**src/rtl/core/rav_pkg.sv**
```systemverilog
// Shared constants, types and helpers for the running average window block.
package rav_pkg;

  localparam int MAX_TAPS = 16;
  localparam int DATA_W   = 16;
  localparam int WIN_W    = 5;
  localparam int POS_W    = (MAX_TAPS > 1) ? $clog2(MAX_TAPS) : 1;
  localparam int SUM_W    = DATA_W + POS_W;
  localparam int EWIN_W   = $clog2(MAX_TAPS + 1);
  localparam int CNT_W    = $clog2(SUM_W + 1);

  localparam logic [WIN_W-1:0] WIN_RESET = WIN_W'(16);

  typedef struct packed {
    logic                     start;
    logic signed [SUM_W-1:0]  dividend;
    logic [EWIN_W-1:0]        divisor;
  } div_req_t;

  typedef struct packed {
    logic                     done;
    logic [DATA_W-1:0]        quotient;
  } div_rsp_t;

  // Clamp the programmed window into 1..MAX_TAPS.
  function automatic logic [EWIN_W-1:0] eff_window(input logic [WIN_W-1:0] wl);
    logic [EWIN_W-1:0] w;
    if (wl == '0) begin
      w = EWIN_W'(1);
    end else if (int'(wl) > MAX_TAPS) begin
      w = EWIN_W'(MAX_TAPS);
    end else begin
      w = EWIN_W'(wl);
    end
    return w;
  endfunction

endpackage

```
**src/rtl/core/rav_ram.sv**
```systemverilog
// Generic single-port-write, single-port-read RAM with registered read data.
module rav_ram #(
  parameter int WIDTH = 16,
  parameter int DEPTH = 16
) (
  input  logic                                     clk,
  input  logic                                     we,
  input  logic [((DEPTH > 1) ? $clog2(DEPTH) : 1)-1:0] waddr,
  input  logic [WIDTH-1:0]                         wdata,
  input  logic [((DEPTH > 1) ? $clog2(DEPTH) : 1)-1:0] raddr,
  output logic [WIDTH-1:0]                         rdata
);

  logic [WIDTH-1:0] mem [DEPTH];

  always_ff @(posedge clk) begin
    if (we) begin
      mem[waddr] <= wdata;
    end
    rdata <= mem[raddr];
  end

endmodule

```
**src/rtl/core/rav_div.sv**
```systemverilog
// Bit-serial signed-by-unsigned divider, truncating toward zero, one bit a cycle.
module rav_div
  import rav_pkg::*;
(
  input  logic     clk,
  input  logic     rst,
  input  div_req_t req,
  output div_rsp_t rsp
);

  logic [CNT_W-1:0]  count;
  logic              neg;
  logic              done;
  logic [SUM_W-1:0]  quo;
  logic [EWIN_W-1:0] rem;
  logic [EWIN_W-1:0] divisor;
  logic [EWIN_W:0]   shifted;
  logic [EWIN_W:0]   trial;
  logic [SUM_W-1:0]  magnitude;
  logic [SUM_W-1:0]  signed_quo;

  assign magnitude = req.dividend[SUM_W-1] ? SUM_W'(-req.dividend) : SUM_W'(req.dividend);
  assign shifted   = {rem, quo[SUM_W-1]};
  assign trial     = shifted - {1'b0, divisor};

  always_ff @(posedge clk) begin
    if (rst) begin
      count <= '0;
      done  <= 1'b0;
    end else if (req.start) begin
      count   <= CNT_W'(SUM_W);
      done    <= 1'b0;
      neg     <= req.dividend[SUM_W-1];
      quo     <= magnitude;
      rem     <= '0;
      divisor <= req.divisor;
    end else if (count != '0) begin
      // Restoring step: keep the difference when it does not borrow.
      if (!trial[EWIN_W]) begin
        rem <= trial[EWIN_W-1:0];
        quo <= {quo[SUM_W-2:0], 1'b1};
      end else begin
        rem <= shifted[EWIN_W-1:0];
        quo <= {quo[SUM_W-2:0], 1'b0};
      end
      count <= count - CNT_W'(1);
      if (count == CNT_W'(1)) begin
        done <= 1'b1;
      end
    end
  end

  assign signed_quo   = neg ? (~quo + SUM_W'(1)) : quo;
  assign rsp.done     = done;
  assign rsp.quotient = signed_quo[DATA_W-1:0];

endmodule

```
**src/rtl/core/running_average_window.sv**
```systemverilog
// Running average over a sliding window of signed samples, top level.
// From sample acceptance to average valid: read, update, one divide step per dividend bit, load.
// A new sample enters only after the last average is loaded (divider: one quotient bit a cycle).
// The output register lets the next sample enter while the last average waits to be taken.
// Reset (rst, synchronous, active high): history reads as zero, sum and position cleared,
// window length returns to 16; no clearing pass, entry valid bits reset at once.
module running_average_window
  import rav_pkg::*;
(
  input  logic                     clk,
  input  logic                     rst,
  // configuration: window length
  input  logic                     cfg_wr_en,
  input  logic [WIN_W-1:0]         cfg_wr_data,
  // sample input channel
  input  logic                     in_valid,
  output logic                     in_stall,
  input  logic signed [DATA_W-1:0] sample,
  // average output channel
  output logic                     out_valid,
  input  logic                     out_stall,
  output logic signed [DATA_W-1:0] average
);

  typedef enum logic [1:0] {
    S_IDLE,
    S_READ,
    S_UPDATE,
    S_DIV
  } state_t;

  state_t                   state;
  logic [WIN_W-1:0]         window_length;
  logic [POS_W-1:0]         write_position;
  logic signed [SUM_W-1:0]  running_sum;
  logic signed [DATA_W-1:0] held_sample;
  logic [MAX_TAPS-1:0]      history_valid;

  logic                     in_accept;
  logic                     out_take;
  logic                     out_load;
  logic [DATA_W-1:0]        ram_rdata;
  logic signed [DATA_W-1:0] old_sample;
  logic signed [SUM_W-1:0]  running_sum_next;
  logic [EWIN_W-1:0]        win_eff;
  logic [POS_W:0]           pos_inc;
  logic [POS_W-1:0]         write_position_next;
  div_req_t                 div_req;
  div_rsp_t                 div_rsp;

  // Accept a transaction only while idle and out of reset: one sample is in flight
  // at a time, so the history write of one sample always lands before the next
  // sample's read.
  assign in_stall  = rst || (state != S_IDLE);
  assign in_accept = in_valid && !in_stall;
  assign out_take  = out_valid && !out_stall;
  // Load the output register once the quotient is ready and the register is free.
  assign out_load  = (state == S_DIV) && div_rsp.done && (!out_valid || !out_stall);

  // History ring: read at the write position, written back with the new sample.
  rav_ram #(
    .WIDTH (DATA_W),
    .DEPTH (MAX_TAPS)
  ) u_history (
    .clk   (clk),
    .we    (state == S_UPDATE),
    .waddr (write_position),
    .wdata (held_sample),
    .raddr (write_position),
    .rdata (ram_rdata)
  );

  // An entry never written since reset reads as zero.
  assign old_sample = history_valid[write_position] ? signed'(ram_rdata) : '0;

  // Add the new sample and drop the one being overwritten.
  assign running_sum_next = running_sum + SUM_W'(held_sample) - SUM_W'(old_sample);

  // Advance the position and wrap at the clamped window.
  assign win_eff             = eff_window(window_length);
  assign pos_inc             = {1'b0, write_position} + (POS_W + 1)'(1);
  assign write_position_next = (32'(pos_inc) >= 32'(win_eff)) ? '0 : pos_inc[POS_W-1:0];

  // Kick off the divide with the updated sum.
  assign div_req.start    = (state == S_UPDATE);
  assign div_req.dividend = running_sum_next;
  assign div_req.divisor  = win_eff;

  rav_div u_div (
    .clk (clk),
    .rst (rst),
    .req (div_req),
    .rsp (div_rsp)
  );

  always_ff @(posedge clk) begin
    if (rst) begin
      state          <= S_IDLE;
      window_length  <= WIN_RESET;
      write_position <= '0;
      running_sum    <= '0;
      history_valid  <= '0;
      out_valid      <= 1'b0;
    end else begin
      if (cfg_wr_en) begin
        window_length <= cfg_wr_data;
      end
      // A new average replaces the one taken in the same cycle.
      if (out_load) begin
        out_valid <= 1'b1;
      end else if (out_take) begin
        out_valid <= 1'b0;
      end
      unique case (state)
        S_IDLE: begin
          if (in_accept) begin
            held_sample <= sample;
            state       <= S_READ;
          end
        end
        S_READ: begin
          // RAM read of the oldest entry is under way.
          state <= S_UPDATE;
        end
        S_UPDATE: begin
          running_sum                   <= running_sum_next;
          history_valid[write_position] <= 1'b1;
          write_position                <= write_position_next;
          state                         <= S_DIV;
        end
        S_DIV: begin
          if (out_load) begin
            average <= signed'(div_rsp.quotient);
            state   <= S_IDLE;
          end
        end
        default: begin
          state <= S_IDLE;
        end
      endcase
    end
  end

`ifndef SYNTHESIS
  // An accepted sample always moves on to the history read.
  assert property (@(posedge clk) disable iff (rst)
    in_accept |=> (state == S_READ))
    else $error("accepted sample did not start a history read");

  // The running sum stays within the range of a full ring of samples.
  assert property (@(posedge clk) disable iff (rst)
    (32'(running_sum) >= -(MAX_TAPS * 32768)) && (32'(running_sum) <= MAX_TAPS * 32767))
    else $error("running sum out of range");

  // A new average appears only after the divider has finished.
  assert property (@(posedge clk) disable iff (rst)
    $rose(out_valid) |-> $past(div_rsp.done))
    else $error("average loaded before divide completed");

  // The write position never leaves the ring.
  assert property (@(posedge clk) disable iff (rst)
    32'(write_position) < MAX_TAPS)
    else $error("write position outside history ring");
`endif

endmodule

```
**config.mk**
```make
export PLATFORM = sky130hd
export DESIGN_NAME = running_average_window
export DESIGN_NICKNAME = d
export VERILOG_FILES = /design/src/rtl/core/rav_pkg.sv /design/src/rtl/core/rav_ram.sv /design/src/rtl/core/rav_div.sv /design/src/rtl/core/running_average_window.sv
export SDC_FILE = /design/constraint.sdc
export NUM_CORES = 1
export LEC_CHECK = 0
export BUFFER_PORTS_ARGS = -buffer_cell sky130_fd_sc_hd__buf_2
export CORE_MARGIN = 5
export CORE_UTILIZATION = 44
export CTS_CLUSTER_SIZE = 10
export DETAILED_ROUTE_END_ITERATION = 12
export SLEW_MARGIN = 20
export SYNTH_ARGS = -nofsm -noshare
export SYNTH_HDL_FRONTEND = slang
export SYNTH_SLANG_ARGS = --single-unit
```
**constraint.sdc**
```tcl
create_clock -name clk -period 14.04 [get_ports clk]
set_input_delay 2.106 -clock clk [delete_from_list [all_inputs] [get_ports clk]]
set_output_delay 2.106 -clock clk [all_outputs]
set_load 0.01 [all_outputs]
```
### Yosys cells after proc, flatten, opt, wreduce, memory -nomap -nowiden

Memory sizes are Yosys's and may differ from the RTL's. A register that Yosys moved wholly into a read port is not among the register bits.
Index checks and enable logic that the tools add are counted.

| word-level totals | value |
|---|---|
| register bits | 117 |
| memory bits (writable) | 256 |
| input port bits | 26 |
| output and inout port bits | 18 |
| logic and storage cells | 83 |
| memories kept | 1 |

Memories:

| memory | depth | width | read ports | clocked after Yosys merged registers in | write ports | RTL line | RTL |
|---|---|---|---|---|---|---|---|
| u_history.mem | 16 | 16 | 1 | 1 | 1 | rav_ram.sv:14 | `logic [WIDTH-1:0] mem [DEPTH];` |

| operators by class | value |
|---|---|
| add/subtract/negate cells | 7 |
| $lt $le $gt $ge | 4 |
| equal/unequal tests | 6 |
| muxes and demuxes | 24 |
| bitwise logic cells | 3 |
| reductions and logical operators | 23 |

Operators with widths:

| cell | count |
|---|---|
| two-way mux 20 bit | 3 |
| two-way mux 16 bit | 2 |
| two-way mux 5 bit | 6 |
| adder 20 x 16 -> 20 bit | 1 |
| negation 20 bit | 1 |
| subtractor 20 x 16 -> 20 bit | 1 |
| adder 16 x 1 -> 16 bit (second input constant) | 1 |
| inverter 16 bit | 1 |
| bitwise OR 16 bit | 1 |
| one-hot mux 2 bit (4 select lines) | 1 |
| AND reduction 2 bit | 4 |
| two-way mux 1 bit | 7 |
| AND reduction 3 bit | 2 |
| nonzero test 2 bit | 3 |
| subtractor 6 x 5 -> 6 bit | 1 |
| adder 4 x 1 -> 5 bit (second input constant) | 1 |
| == test 5 x 1 -> 1 bit (second input constant) | 1 |
| >= comparator 5 bit | 1 |
| greater-than comparator 5 bit (second input constant) | 1 |
| logical AND 1 bit | 5 |
| zero test 5 bit | 1 |
| less-than comparator 4 x 5 -> 1 bit (second input constant) | 1 |
| nonzero test 5 bit | 1 |
| subtractor 5 x 1 -> 5 bit (second input constant) | 1 |
| other kinds (13) | 19 |

### Logic depth before layout (Yosys ltp)

Gate-level depths: netlist of the first run.

| depth | value |
|---|---|
| depth in word-level cells | 7 |
| depth in mapped cells | 20 |
| gate-level depth less buffers | 16 |

### Modules after synthesis

A second synthesis of the first run with hierarchy kept.

| second synthesis, totals | value |
|---|---|
| cell total of the unflattened synthesis | 1,190 |
| area, all modules | 17,396.7 µm² |

By module, submodules not included:

| module | instances | cells each | area an instance (µm²) | sequential area each (µm²) |
|---|---|---|---|---|
| rav_ram | 1 | 432 | 10,043.4 | 8,007.7 |
| running_average_window | 1 | 493 | 4,803.4 | 1,921.8 |
| rav_div | 1 | 265 | 2,549.9 | 1,051.0 |

### Least setup slack after synthesis of the first run

No wires, ideal clock.

| timing path | value |
|---|---|
| path type | register -> register |
| from | reg write_position[1] |
| to | reg u_div.quo[16] (data pin) |
| library setup time | 261 ps |
| arrival | 4,928 ps |
| data required time | 13,779 ps |
| slack | 8,851 ps |
| cell stages (with the launch flop) | 18 |
| buffers on the path | 3 |
| period minus slack after synthesis | 5,189 ps |
| cell sequence | dfxtp_1 buf_6 mux4_2 mux4_2 clkbuf_1 and2_1 fa_1 inv_1 ha_1 clkbuf_1 a21o_1 a211o_1 or2_2 o21ai_0 xor2_1 nor4b_1 a2111o_1 nand3_1 |

| on the way | value |
|---|---|
| cells in the longest elaborated chain, start to end | 7 |

Ends and longest elaborated chain:

| item | RTL line | RTL |
|---|---|---|
| start: declaration | running_average_window.sv:34 | `logic [POS_W-1:0] write_position;` |
| start signal: assignment | running_average_window.sv:128 | `write_position <= write_position_next;` |
| binary-select mux 1 bit (select 4 bit) (*) | running_average_window.sv:74 | `assign old_sample = history_valid[write_position] ? signed'(ram_rdata) : '0;` |
| two-way mux 1 bit (not written as such) (*) | running_average_window.sv:74 |  |
| two-way mux 16 bit (*) | running_average_window.sv:74 |  |
| subtractor 20 x 16 -> 20 bit (*) | running_average_window.sv:77 | `assign running_sum_next = running_sum + SUM_W'(held_sample) - SUM_W'(old_sample);` |
| negation 20 bit | rav_div.sv:22 | `assign magnitude = req.dividend[SUM_W-1] ? SUM_W'(-req.dividend) : SUM_W'(req.dividend);` |
| two-way mux 20 bit (*) | rav_div.sv:22 |  |
| two-way mux 20 bit (*) | rav_div.sv:30 | `end else if (req.start) begin` |
| end signal: assignment | rav_div.sv:34 | `quo <= magnitude;` |
| end signal: assignment | rav_div.sv:41 | `quo <= {quo[SUM_W-2:0], 1'b1};` |
| end signal: assignment | rav_div.sv:44 | `quo <= {quo[SUM_W-2:0], 1'b0};` |
| end: declaration | rav_div.sv:14 | `logic [SUM_W-1:0] quo;` |

Every way passes the cells marked *; elsewhere a longest branch is shown, timed or not. The select of a mux whose other input is x is not followed.
A chain may end at the register's enable or synchronous reset.

### Worst setup path after layout of the first run

Same ends and word-level chain as after synthesis.

==> impl_metrics.xml, run 1 <==
<?xml version="1.0" encoding="UTF-8"?>
<metrics>
  <group name="status">
    <metric name="status" unit="">completed</metric>
  </group>
  <group name="sta">
    <metric name="tns" unit="ns">0</metric>
    <metric name="holdWs" unit="ns">0.460</metric>
    <metric name="tightest_slew" unit="ns">1.08</metric>
    <metric name="timing.clock.skew" unit="ns">0.0265</metric>
    <metric name="maxSlewHeadroom" unit="%">27.7</metric>
    <metric name="timing.final.max_slew_violations" unit="">0</metric>
    <metric name="setup_repair_after_global_routing_missed_its_margin" unit="">false</metric>
    <metric name="maxClockFrequency" unit="MHz">151</metric>
    <metric name="finalWorstSetupSlack" unit="ns">7.42</metric>
    <metric name="setup_violations" unit="">0</metric>
    <metric name="timing.final.hold_violations" unit="">0</metric>
    <metric name="layout_min_cycle_time" unit="ns">6.62</metric>
    <metric name="layout_worst_path_cycle_share" unit="%">47.2</metric>
  </group>
  <group name="routing">
    <metric name="route.vias.total" unit="">10003</metric>
    <metric name="drt_first_pass_iters" unit="">4</metric>
    <metric name="detailedRoute.firstIterationViolations" unit="">499</metric>
    <metric name="wire_per_inst" unit="um">20.9</metric>
    <metric name="postRouteWirelength" unit="um">37700</metric>
    <metric name="routed_via_density" unit="">5.54</metric>
    <metric name="ant_nets" unit="">0</metric>
    <metric name="drt_drc_violations_left" unit="">0</metric>
  </group>
  <group name="clocking">
    <metric name="number_of_setup_buffers_added_after_cts" unit="">0</metric>
    <metric name="max-clock-path-buffers" unit="">3</metric>
    <metric name="cts.htree.levels" unit="">2</metric>
    <metric name="clock-sinks" unit="">389</metric>
    <metric name="clk_pin_slew" unit="ns">0.06</metric>
    <metric name="cts.root.buffer_cell" unit="">sky130_fd_sc_hd__clkbuf_16</metric>
    <metric name="count_of_instances_resized_after_the_clock_tree_is_built" unit="">0</metric>
    <metric name="post_cts_hold_buffer_count" unit="">0</metric>
    <metric name="cts_tree" unit="">built</metric>
    <metric name="cts_inserted_buffers" unit="">46</metric>
    <metric name="clock_insertion_delay_worst_skew" unit="ns">0.58</metric>
  </group>
  <group name="synth">
    <metric name="dominantRegCellSynth" unit="">sky130_fd_sc_hd__edfxtp_1</metric>
    <metric name="area_share_of_and_or_nand_nor_cells_after_synthesis" unit="%">7.16</metric>
    <metric name="yosysTopAreaCellShare" unit="%">55.1</metric>
    <metric name="yosysMostFrequentCell" unit="">sky130_fd_sc_hd__edfxtp_1</metric>
    <metric name="seq_area_frac_synth" unit="%">63.2</metric>
    <metric name="post_synth_num_cell_types" unit="">63</metric>
    <metric name="yosysWarningCount" unit="">0</metric>
    <metric name="synthesized_instance_count" unit="">1185</metric>
    <metric name="synth_top_cell_by_area" unit="">sky130_fd_sc_hd__edfxtp_1</metric>
    <metric name="post_synth_xor_area_fraction" unit="%">2.01</metric>
    <metric name="average_cell_area_after_synthesis" unit="um^2">14.7</metric>
    <metric name="syn_nets" unit="">1272</metric>
    <metric name="post_synth_most_frequent_cells" unit="">sky130_fd_sc_hd__edfxtp_1, sky130_fd_sc_hd__inv_1, sky130_fd_sc_hd__mux4_2, sky130_fd_sc_hd__nor2_1, sky130_fd_sc_hd__dfxtp_1</metric>
    <metric name="async_reset_ff_share" unit="%">0</metric>
    <metric name="main_combinational_cell_family_by_area_after_synthesis" unit="">multiplexers</metric>
    <metric name="syn-cell-area" unit="um^2">17400</metric>
    <metric name="synth.top_cells.by_area" unit="">sky130_fd_sc_hd__edfxtp_1, sky130_fd_sc_hd__mux4_2, sky130_fd_sc_hd__dfxtp_1</metric>
    <metric name="synth-compound-area-share" unit="%">7.10</metric>
    <metric name="synth-edff-count" unit="">319</metric>
    <metric name="synth.area.mux_share" unit="%">11.8</metric>
    <metric name="synthAdderAreaFrac" unit="%">5.25</metric>
    <metric name="synth-seq-cells" unit="">389</metric>
  </group>
  <group name="cells_and_area">
    <metric name="final_nets" unit="">1336</metric>
    <metric name="final-instance-count-excl-fill" unit="">1805</metric>
    <metric name="num-fill-cells" unit="">3313</metric>
    <metric name="drive_gt1_share" unit="%">17.0</metric>
    <metric name="final_util" unit="%">50.5</metric>
    <metric name="stdcell_area" unit="um^2">19700</metric>
    <metric name="insertedDiodeCount" unit="">0</metric>
    <metric name="area_growth" unit="%">13.1</metric>
  </group>
  <group name="place">
    <metric name="place.gp.congestion" unit="">0.862</metric>
    <metric name="post-place-cells" unit="">1719</metric>
    <metric name="detailed_place.area" unit="um^2">18200</metric>
    <metric name="place.port_buffers" unit="">43</metric>
    <metric name="detailedPlacementHpwl" unit="um">23200</metric>
    <metric name="dp_worst_setup_slack" unit="ns">7.44</metric>
  </group>
  <group name="setup_path">
    <metric name="critPathLaunchType" unit="">register</metric>
    <metric name="worstSetupPathType" unit="">register to register</metric>
    <metric name="critPathArrivalTime" unit="ns">6.95</metric>
    <metric name="crit_path_max_fanout" unit="">68</metric>
    <metric name="timing.critical_path.to_type" unit="">register</metric>
    <metric name="ff2ff_path_depth" unit="">14</metric>
    <metric name="worst-endpoint-required" unit="ns">14.37</metric>
  </group>
  <group name="job">
    <metric name="max-cap-violations" unit="">0</metric>
  </group>
  <group name="power_and_ir_drop">
    <metric name="peakVddDrop" unit="V">0.000106</metric>
    <metric name="powerDensity" unit="nW/um^2">210</metric>
    <metric name="power.share.switching" unit="%">35.7</metric>
    <metric name="sequentialPowerShare" unit="%">37.0</metric>
    <metric name="clock_power_share" unit="%">26.7</metric>
    <metric name="totalPowerFinal" unit="mW">4.14</metric>
    <metric name="leakage_power_summed_over_all_cells" unit="nW">6.86</metric>
    <metric name="p_sw" unit="mW">1.48</metric>
    <metric name="combPwrFrac" unit="%">36.3</metric>
    <metric name="power.internal" unit="mW">2.66</metric>
  </group>
  <group name="die">
    <metric name="core_region_area" unit="um^2">38900</metric>
    <metric name="initial_core_util" unit="%">44.7</metric>
    <metric name="fp.dieArea" unit="um^2">43600</metric>
    <metric name="top_level_ports" unit="">44</metric>
    <metric name="floorplan.die.height" unit="um">209</metric>
    <metric name="floorplan.die.width" unit="um">209</metric>
    <metric name="floorplan.rows" unit="">72</metric>
  </group>
  <group name="global_route">
    <metric name="global_route_wire_length_before_repair" unit="um">58700</metric>
    <metric name="grt_pass1_vias" unit="">9980</metric>
    <metric name="grt_start_max_net_pins" unit="">69</metric>
    <metric name="globalRoute.totalOverflow" unit="">0</metric>
    <metric name="grt_util_all_layers" unit="%">17.3</metric>
    <metric name="antenna_found_initial" unit="">0</metric>
  </group>
  <group name="hold_path">
    <metric name="holdCritPathClass" unit="">register to register</metric>
    <metric name="worst_hold_path.num_cells" unit="">1</metric>
  </group>
</metrics>
## path summary, 6_finish.rpt
path                                       start                            end  slack (ns)
setup reg to reg  write_position[1]$_SDFFE_PP0P_        u_div.quo[16]$_DFFE_PP_        7.42
setup / recovery  write_position[1]$_SDFFE_PP0P_        u_div.quo[16]$_DFFE_PP_        7.42
hold reg to reg    history_valid[5]$_SDFFE_PP0P_  history_valid[5]$_SDFFE_PP0P_        0.46
hold / removal     history_valid[5]$_SDFFE_PP0P_  history_valid[5]$_SDFFE_PP0P_        0.46
## cell families (layout without fill, tap and decap cells)
kind of cell	after synthesis	count (layout)
compound gates	185	185
xor+xnor	40	40
fa+ha+maj	61	61
buf+inv	158	260
flops	389	389
mux	99	99
simple gates	253	253
## registers in the layout, indices dropped and copies added, names as in the netlist
name / cells
u_history.mem: 256
running_sum: 20
u_div.quo: 20
average: 16
held_sample: 16
history_valid: 16
u_history.rdata: 16
u_div.count: 5
u_div.divisor: 5
u_div.rem: 5
window_length: 5
write_position: 4
state: 2
out_valid: 1
u_div.done: 1
u_div.neg: 1
## cell type report
| class | instances | area, um^2 | area share (%) |
|---|---|---|---|
| Tap cell | 518 | 648 | 3.29 |
| Inverter | 107 | 402 | 2.04 |
| Timing Repair Buffer | 67 | 395 | 2.01 |
| Multi-Input combinational cell | 638 | 5820 | 29.6 |
| Clock inverter | 5 | 73.8 | 0.375 |
| Sequential cell | 389 | 11000 | 55.9 |
| Clock buffer | 81 | 1340 | 6.83 |
## worst max-delay path, stage by stage (launching register included)
cell	delay, ns
sky130_fd_sc_hd__dfxtp_4	0.37
sky130_fd_sc_hd__buf_4	0.79
sky130_fd_sc_hd__mux4_2	0.60
sky130_fd_sc_hd__mux4_2	0.64
sky130_fd_sc_hd__and2_1	0.23
sky130_fd_sc_hd__fa_1	0.48
sky130_fd_sc_hd__fa_1	0.50
sky130_fd_sc_hd__nor2b_1	0.30
sky130_fd_sc_hd__o2111ai_1	0.29
sky130_fd_sc_hd__a31oi_1	0.39
sky130_fd_sc_hd__o21ai_0	0.17
sky130_fd_sc_hd__xor2_1	0.39
sky130_fd_sc_hd__nor4b_1	0.87
sky130_fd_sc_hd__a2111o_1	0.26
sky130_fd_sc_hd__nand3_1	0.06
## cells in the final DEF, fill, tap and decap left out, types with 4 or more instances in the layout
| master | n |
|---|---|
| sky130_fd_sc_hd__a21oi_1 | 43 |
| sky130_fd_sc_hd__clkbuf_8 | 4 |
| sky130_fd_sc_hd__buf_2 | 43 |
| sky130_fd_sc_hd__o21a_1 | 21 |
| sky130_fd_sc_hd__or3_1 | 6 |
| sky130_fd_sc_hd__nand4_1 | 6 |
| sky130_fd_sc_hd__nor2b_1 | 7 |
| sky130_fd_sc_hd__clkbuf_16 | 47 |
| sky130_fd_sc_hd__mux4_2 | 85 |
| sky130_fd_sc_hd__buf_4 | 24 |
| sky130_fd_sc_hd__clkbuf_1 | 30 |
| sky130_fd_sc_hd__nand3_1 | 16 |
| sky130_fd_sc_hd__a211oi_1 | 8 |
| sky130_fd_sc_hd__o21ai_0 | 33 |
| sky130_fd_sc_hd__edfxtp_1 | 319 |
| sky130_fd_sc_hd__nand2_1 | 45 |
| sky130_fd_sc_hd__nor2_1 | 72 |
| sky130_fd_sc_hd__nand2b_1 | 11 |
| sky130_fd_sc_hd__inv_1 | 105 |
| sky130_fd_sc_hd__fa_1 | 20 |
| sky130_fd_sc_hd__ha_1 | 40 |
| sky130_fd_sc_hd__nor3_1 | 33 |
| sky130_fd_sc_hd__o211ai_1 | 5 |
| sky130_fd_sc_hd__xor2_1 | 13 |
| sky130_fd_sc_hd__dfxtp_1 | 68 |
| sky130_fd_sc_hd__mux2i_1 | 14 |
| sky130_fd_sc_hd__xnor2_1 | 27 |
| sky130_fd_sc_hd__a21o_1 | 11 |
| sky130_fd_sc_hd__o2111ai_1 | 4 |
| sky130_fd_sc_hd__a31oi_1 | 13 |
| sky130_fd_sc_hd__o31ai_1 | 5 |
| sky130_fd_sc_hd__and3_1 | 6 |
| sky130_fd_sc_hd__and2_1 | 34 |
## per-layer routing
layer	GRT usage, %	wire, um
met5	0	0
met3	3.12	1840
met1	24.2	17000
met2	28.2	18100
met4	4.95	762
## power by group through the flow
stage | Sequential (mW) | Combinational [mW] | Clock (mW)
floorplan | 1.50 | 1.17 | 0
global placement | 1.55 | 1.47 | 0
detailed placement | 1.56 | 1.49 | 0
CTS | 1.53 | 1.50 | 1.14
global route | 1.55 | 1.68 | 1.19
finish | 1.53 | 1.50 | 1.11
Power figures use the tool's default switching activity.
==> run 2, diff against run 1 <==
==> constraint.sdc (replaced) <==
create_clock -name clk -period 6.2 [get_ports clk]
set_input_delay 0.93 -clock clk [delete_from_list [all_inputs] [get_ports clk]]
set_output_delay 0.93 -clock clk [all_outputs]
set_load 0.01 [all_outputs]
==> run 2 against run 1 <==
  * Sequential power rose by 120%
  * Non-clock buffer count rose by 3
  * Cell count barely moved
  * Final area barely moved
  * Clock power rose by 120%
  * Via count fell by 0.94%
  * Setup slack got worse by 7.0 ns
  * First-iteration DRC count rose by 33%
  * Largest cell class unchanged
  * Highest routed layer unchanged
==> impl_metrics.xml, run 2 (synthesis gave the netlist of run 1 again) <==
<?xml version="1.0" encoding="UTF-8"?>
<metrics>
  <group name="setup_path">
    <metric name="critPathArrivalTime" unit="ns">6.05</metric>
    <metric name="crit_path_max_incr_delay" unit="ns">0.66</metric>
    <metric name="slowest_cell_on_the_critical_path" unit="">sky130_fd_sc_hd__dfxtp_1</metric>
    <metric name="critPathLaunchType" unit="">register</metric>
    <metric name="timing.critical_path.max_delay_family" unit="">compound AO/OA/AOI/OAI gates</metric>
    <metric name="crit_path_max_fanout" unit="">21</metric>
    <metric name="timing.critical_path.to_type" unit="">register</metric>
    <metric name="r2r_slack" unit="ns">0.45</metric>
    <metric name="crit_buf_inv" unit="">2</metric>
    <metric name="worstSetupPathType" unit="">register to register</metric>
    <metric name="timing.critical_path.cells" unit="">mux4_2 -&gt; mux4_2 -&gt; and2_1 -&gt; fa_1 -&gt; inv_1 -&gt; ha_1 -&gt; o211ai_1 -&gt; o21a_1 -&gt; a2111o_1 -&gt; a31oi_1 -&gt; or3_1 -&gt; and2_1 -&gt; inv_1 -&gt; a311oi_1 -&gt; o211ai_1</metric>
    <metric name="worst-endpoint-required" unit="ns">6.50</metric>
  </group>
  <group name="clocking">
    <metric name="clock_insertion_delay_worst_skew" unit="ns">0.57</metric>
    <metric name="number_of_setup_buffers_added_after_cts" unit="">0</metric>
    <metric name="clk_pin_slew" unit="ns">0.05</metric>
    <metric name="post_cts_hold_buffer_count" unit="">0</metric>
    <metric name="max-clock-path-buffers" unit="">3</metric>
    <metric name="cts.htree.levels" unit="">2</metric>
    <metric name="cts_inserted_buffers" unit="">46</metric>
    <metric name="clock-sinks" unit="">389</metric>
    <metric name="cts_tree" unit="">built</metric>
    <metric name="cts.root.buffer_cell" unit="">sky130_fd_sc_hd__clkbuf_16</metric>
    <metric name="count_of_instances_resized_after_the_clock_tree_is_built" unit="">0</metric>
  </group>
  <group name="cells_and_area">
    <metric name="most-common-layout-cells" unit="">sky130_fd_sc_hd__edfxtp_1, sky130_fd_sc_hd__inv_1, sky130_fd_sc_hd__mux4_2, sky130_fd_sc_hd__nor2_1, sky130_fd_sc_hd__dfxtp_1</metric>
    <metric name="area_growth" unit="%">13.0</metric>
    <metric name="mostFrequentLayoutCell" unit="">sky130_fd_sc_hd__edfxtp_1</metric>
    <metric name="largest-register" unit="">u_history.mem</metric>
    <metric name="drive_gt1_share" unit="%">17.3</metric>
    <metric name="stdcell_area" unit="um^2">19700</metric>
    <metric name="final-instance-count-excl-fill" unit="">1804</metric>
    <metric name="largestRegisters" unit="">u_history.mem (256), running_sum (20), u_div.quo (20)</metric>
    <metric name="insertedDiodeCount" unit="">0</metric>
    <metric name="largest_register_ff_count" unit="">256</metric>
    <metric name="final_util" unit="%">50.5</metric>
    <metric name="final_nets" unit="">1339</metric>
  </group>
  <group name="status">
    <metric name="status" unit="">completed</metric>
  </group>
  <group name="global_route">
    <metric name="antenna_found_initial" unit="">0</metric>
    <metric name="global_route_wire_length_before_repair" unit="um">59900</metric>
    <metric name="grt_start_max_net_pins" unit="">58</metric>
    <metric name="grt_pass1_vias" unit="">10094</metric>
    <metric name="grt_util_all_layers" unit="%">17.6</metric>
    <metric name="globalRoute.totalOverflow" unit="">0</metric>
  </group>
  <group name="place">
    <metric name="detailed_place.area" unit="um^2">18300</metric>
    <metric name="place.port_buffers" unit="">43</metric>
    <metric name="post-place-cells" unit="">1722</metric>
    <metric name="detailedPlacementHpwl" unit="um">23500</metric>
    <metric name="place.gp.congestion" unit="">0.912</metric>
  </group>
  <group name="sta">
    <metric name="maxClockFrequency" unit="MHz">174</metric>
    <metric name="setup_violations" unit="">0</metric>
    <metric name="tns" unit="ns">0</metric>
    <metric name="setup_repair_after_global_routing_missed_its_margin" unit="">false</metric>
    <metric name="layout_min_cycle_time" unit="ns">5.75</metric>
    <metric name="maxSlewHeadroom" unit="%">34.8</metric>
    <metric name="timing.clock.skew" unit="ns">0.0191</metric>
    <metric name="timing.final.hold_violations" unit="">0</metric>
    <metric name="tightest_slew" unit="ns">0.974</metric>
    <metric name="layout_worst_path_cycle_share" unit="%">92.7</metric>
    <metric name="timing.final.max_slew_violations" unit="">0</metric>
  </group>
  <group name="routing">
    <metric name="ant_nets" unit="">0</metric>
    <metric name="drt_drc_violations_left" unit="">0</metric>
    <metric name="drt_first_pass_iters" unit="">5</metric>
    <metric name="wire_per_inst" unit="um">21.1</metric>
    <metric name="postRouteWirelength" unit="um">38100</metric>
    <metric name="detailedRoute.firstIterationViolations" unit="">665</metric>
    <metric name="routed_via_density" unit="">5.49</metric>
    <metric name="route.vias.total" unit="">9909</metric>
  </group>
  <group name="die">
    <metric name="floorplan.rows" unit="">72</metric>
    <metric name="fp.dieArea" unit="um^2">43600</metric>
    <metric name="floorplan.die.width" unit="um">209</metric>
    <metric name="top_level_ports" unit="">44</metric>
    <metric name="initial_core_util" unit="%">44.7</metric>
    <metric name="core_region_area" unit="um^2">38900</metric>
    <metric name="floorplan.die.height" unit="um">209</metric>
  </group>
  <group name="power_and_ir_drop">
    <metric name="peakVddDrop" unit="V">0.000248</metric>
    <metric name="powerDensity" unit="nW/um^2">475</metric>
    <metric name="totalPowerFinal" unit="mW">9.34</metric>
    <metric name="leakage_power_summed_over_all_cells" unit="nW">6.87</metric>
  </group>
  <group name="job">
    <metric name="max-cap-violations" unit="">0</metric>
  </group>
  <group name="hold_path">
    <metric name="holdCritPathClass" unit="">register to register</metric>
  </group>
</metrics>
==> run 2: area by class of cell <==
cell class / count / area [um^2]
Multi-Input combinational cell: 638 / 5820
Tap cell: 518 / 648
Clock buffer: 76 / 1300
Timing Repair Buffer: 70 / 418
Fill cell: 3328 / 19300
Sequential cell: 389 / 11000
Inverter: 107 / 402
Clock inverter: 6 / 72.6
==> run 2: worst paths after layout <==
kind | startpoint | end | depth (start not counted)
max | write_position[2]$_SDFFE_PP0P_ | u_div.quo[18]$_DFFE_PP_ | 15
min reg2reg | history_valid[12]$_SDFFE_PP0P_ | history_valid[12]$_SDFFE_PP0P_ | 1
min | history_valid[12]$_SDFFE_PP0P_ | history_valid[12]$_SDFFE_PP0P_ | 1
max reg2reg | write_position[2]$_SDFFE_PP0P_ | u_div.quo[18]$_DFFE_PP_ | 15
==> run 2: where the power goes <==
part | switching, mW | leakage [nW] | internal [mW]
clock | 1.02 | 0.661 | 1.44
combinational | 2.11 | 2.74 | 1.34
sequential | 0.212 | 3.46 | 3.22
==> run 2: metal layers <==
layer | up-vias | global-route usage [%] | wire length [um]
li1 | 4611 | - | -
met1 | 4998 | 24.4 | 16900
met2 | 246 | 29.3 | 18600
met3 | 54 | 3.25 | 1790
met4 | 0 | 4.25 | 769
met5 | - | 0 | 0
==> run 2: per-stage QoR <==
step	hold slack [ns]	worst slack (ns)
2_1_floorplan	0.425	1.01
3_3_place_gp	0.445	0.684
3_5_place_dp	0.448	0.471
4_1_cts	0.460	0.468
5_1_grt	0.480	0.0690
6_report	0.458	0.450
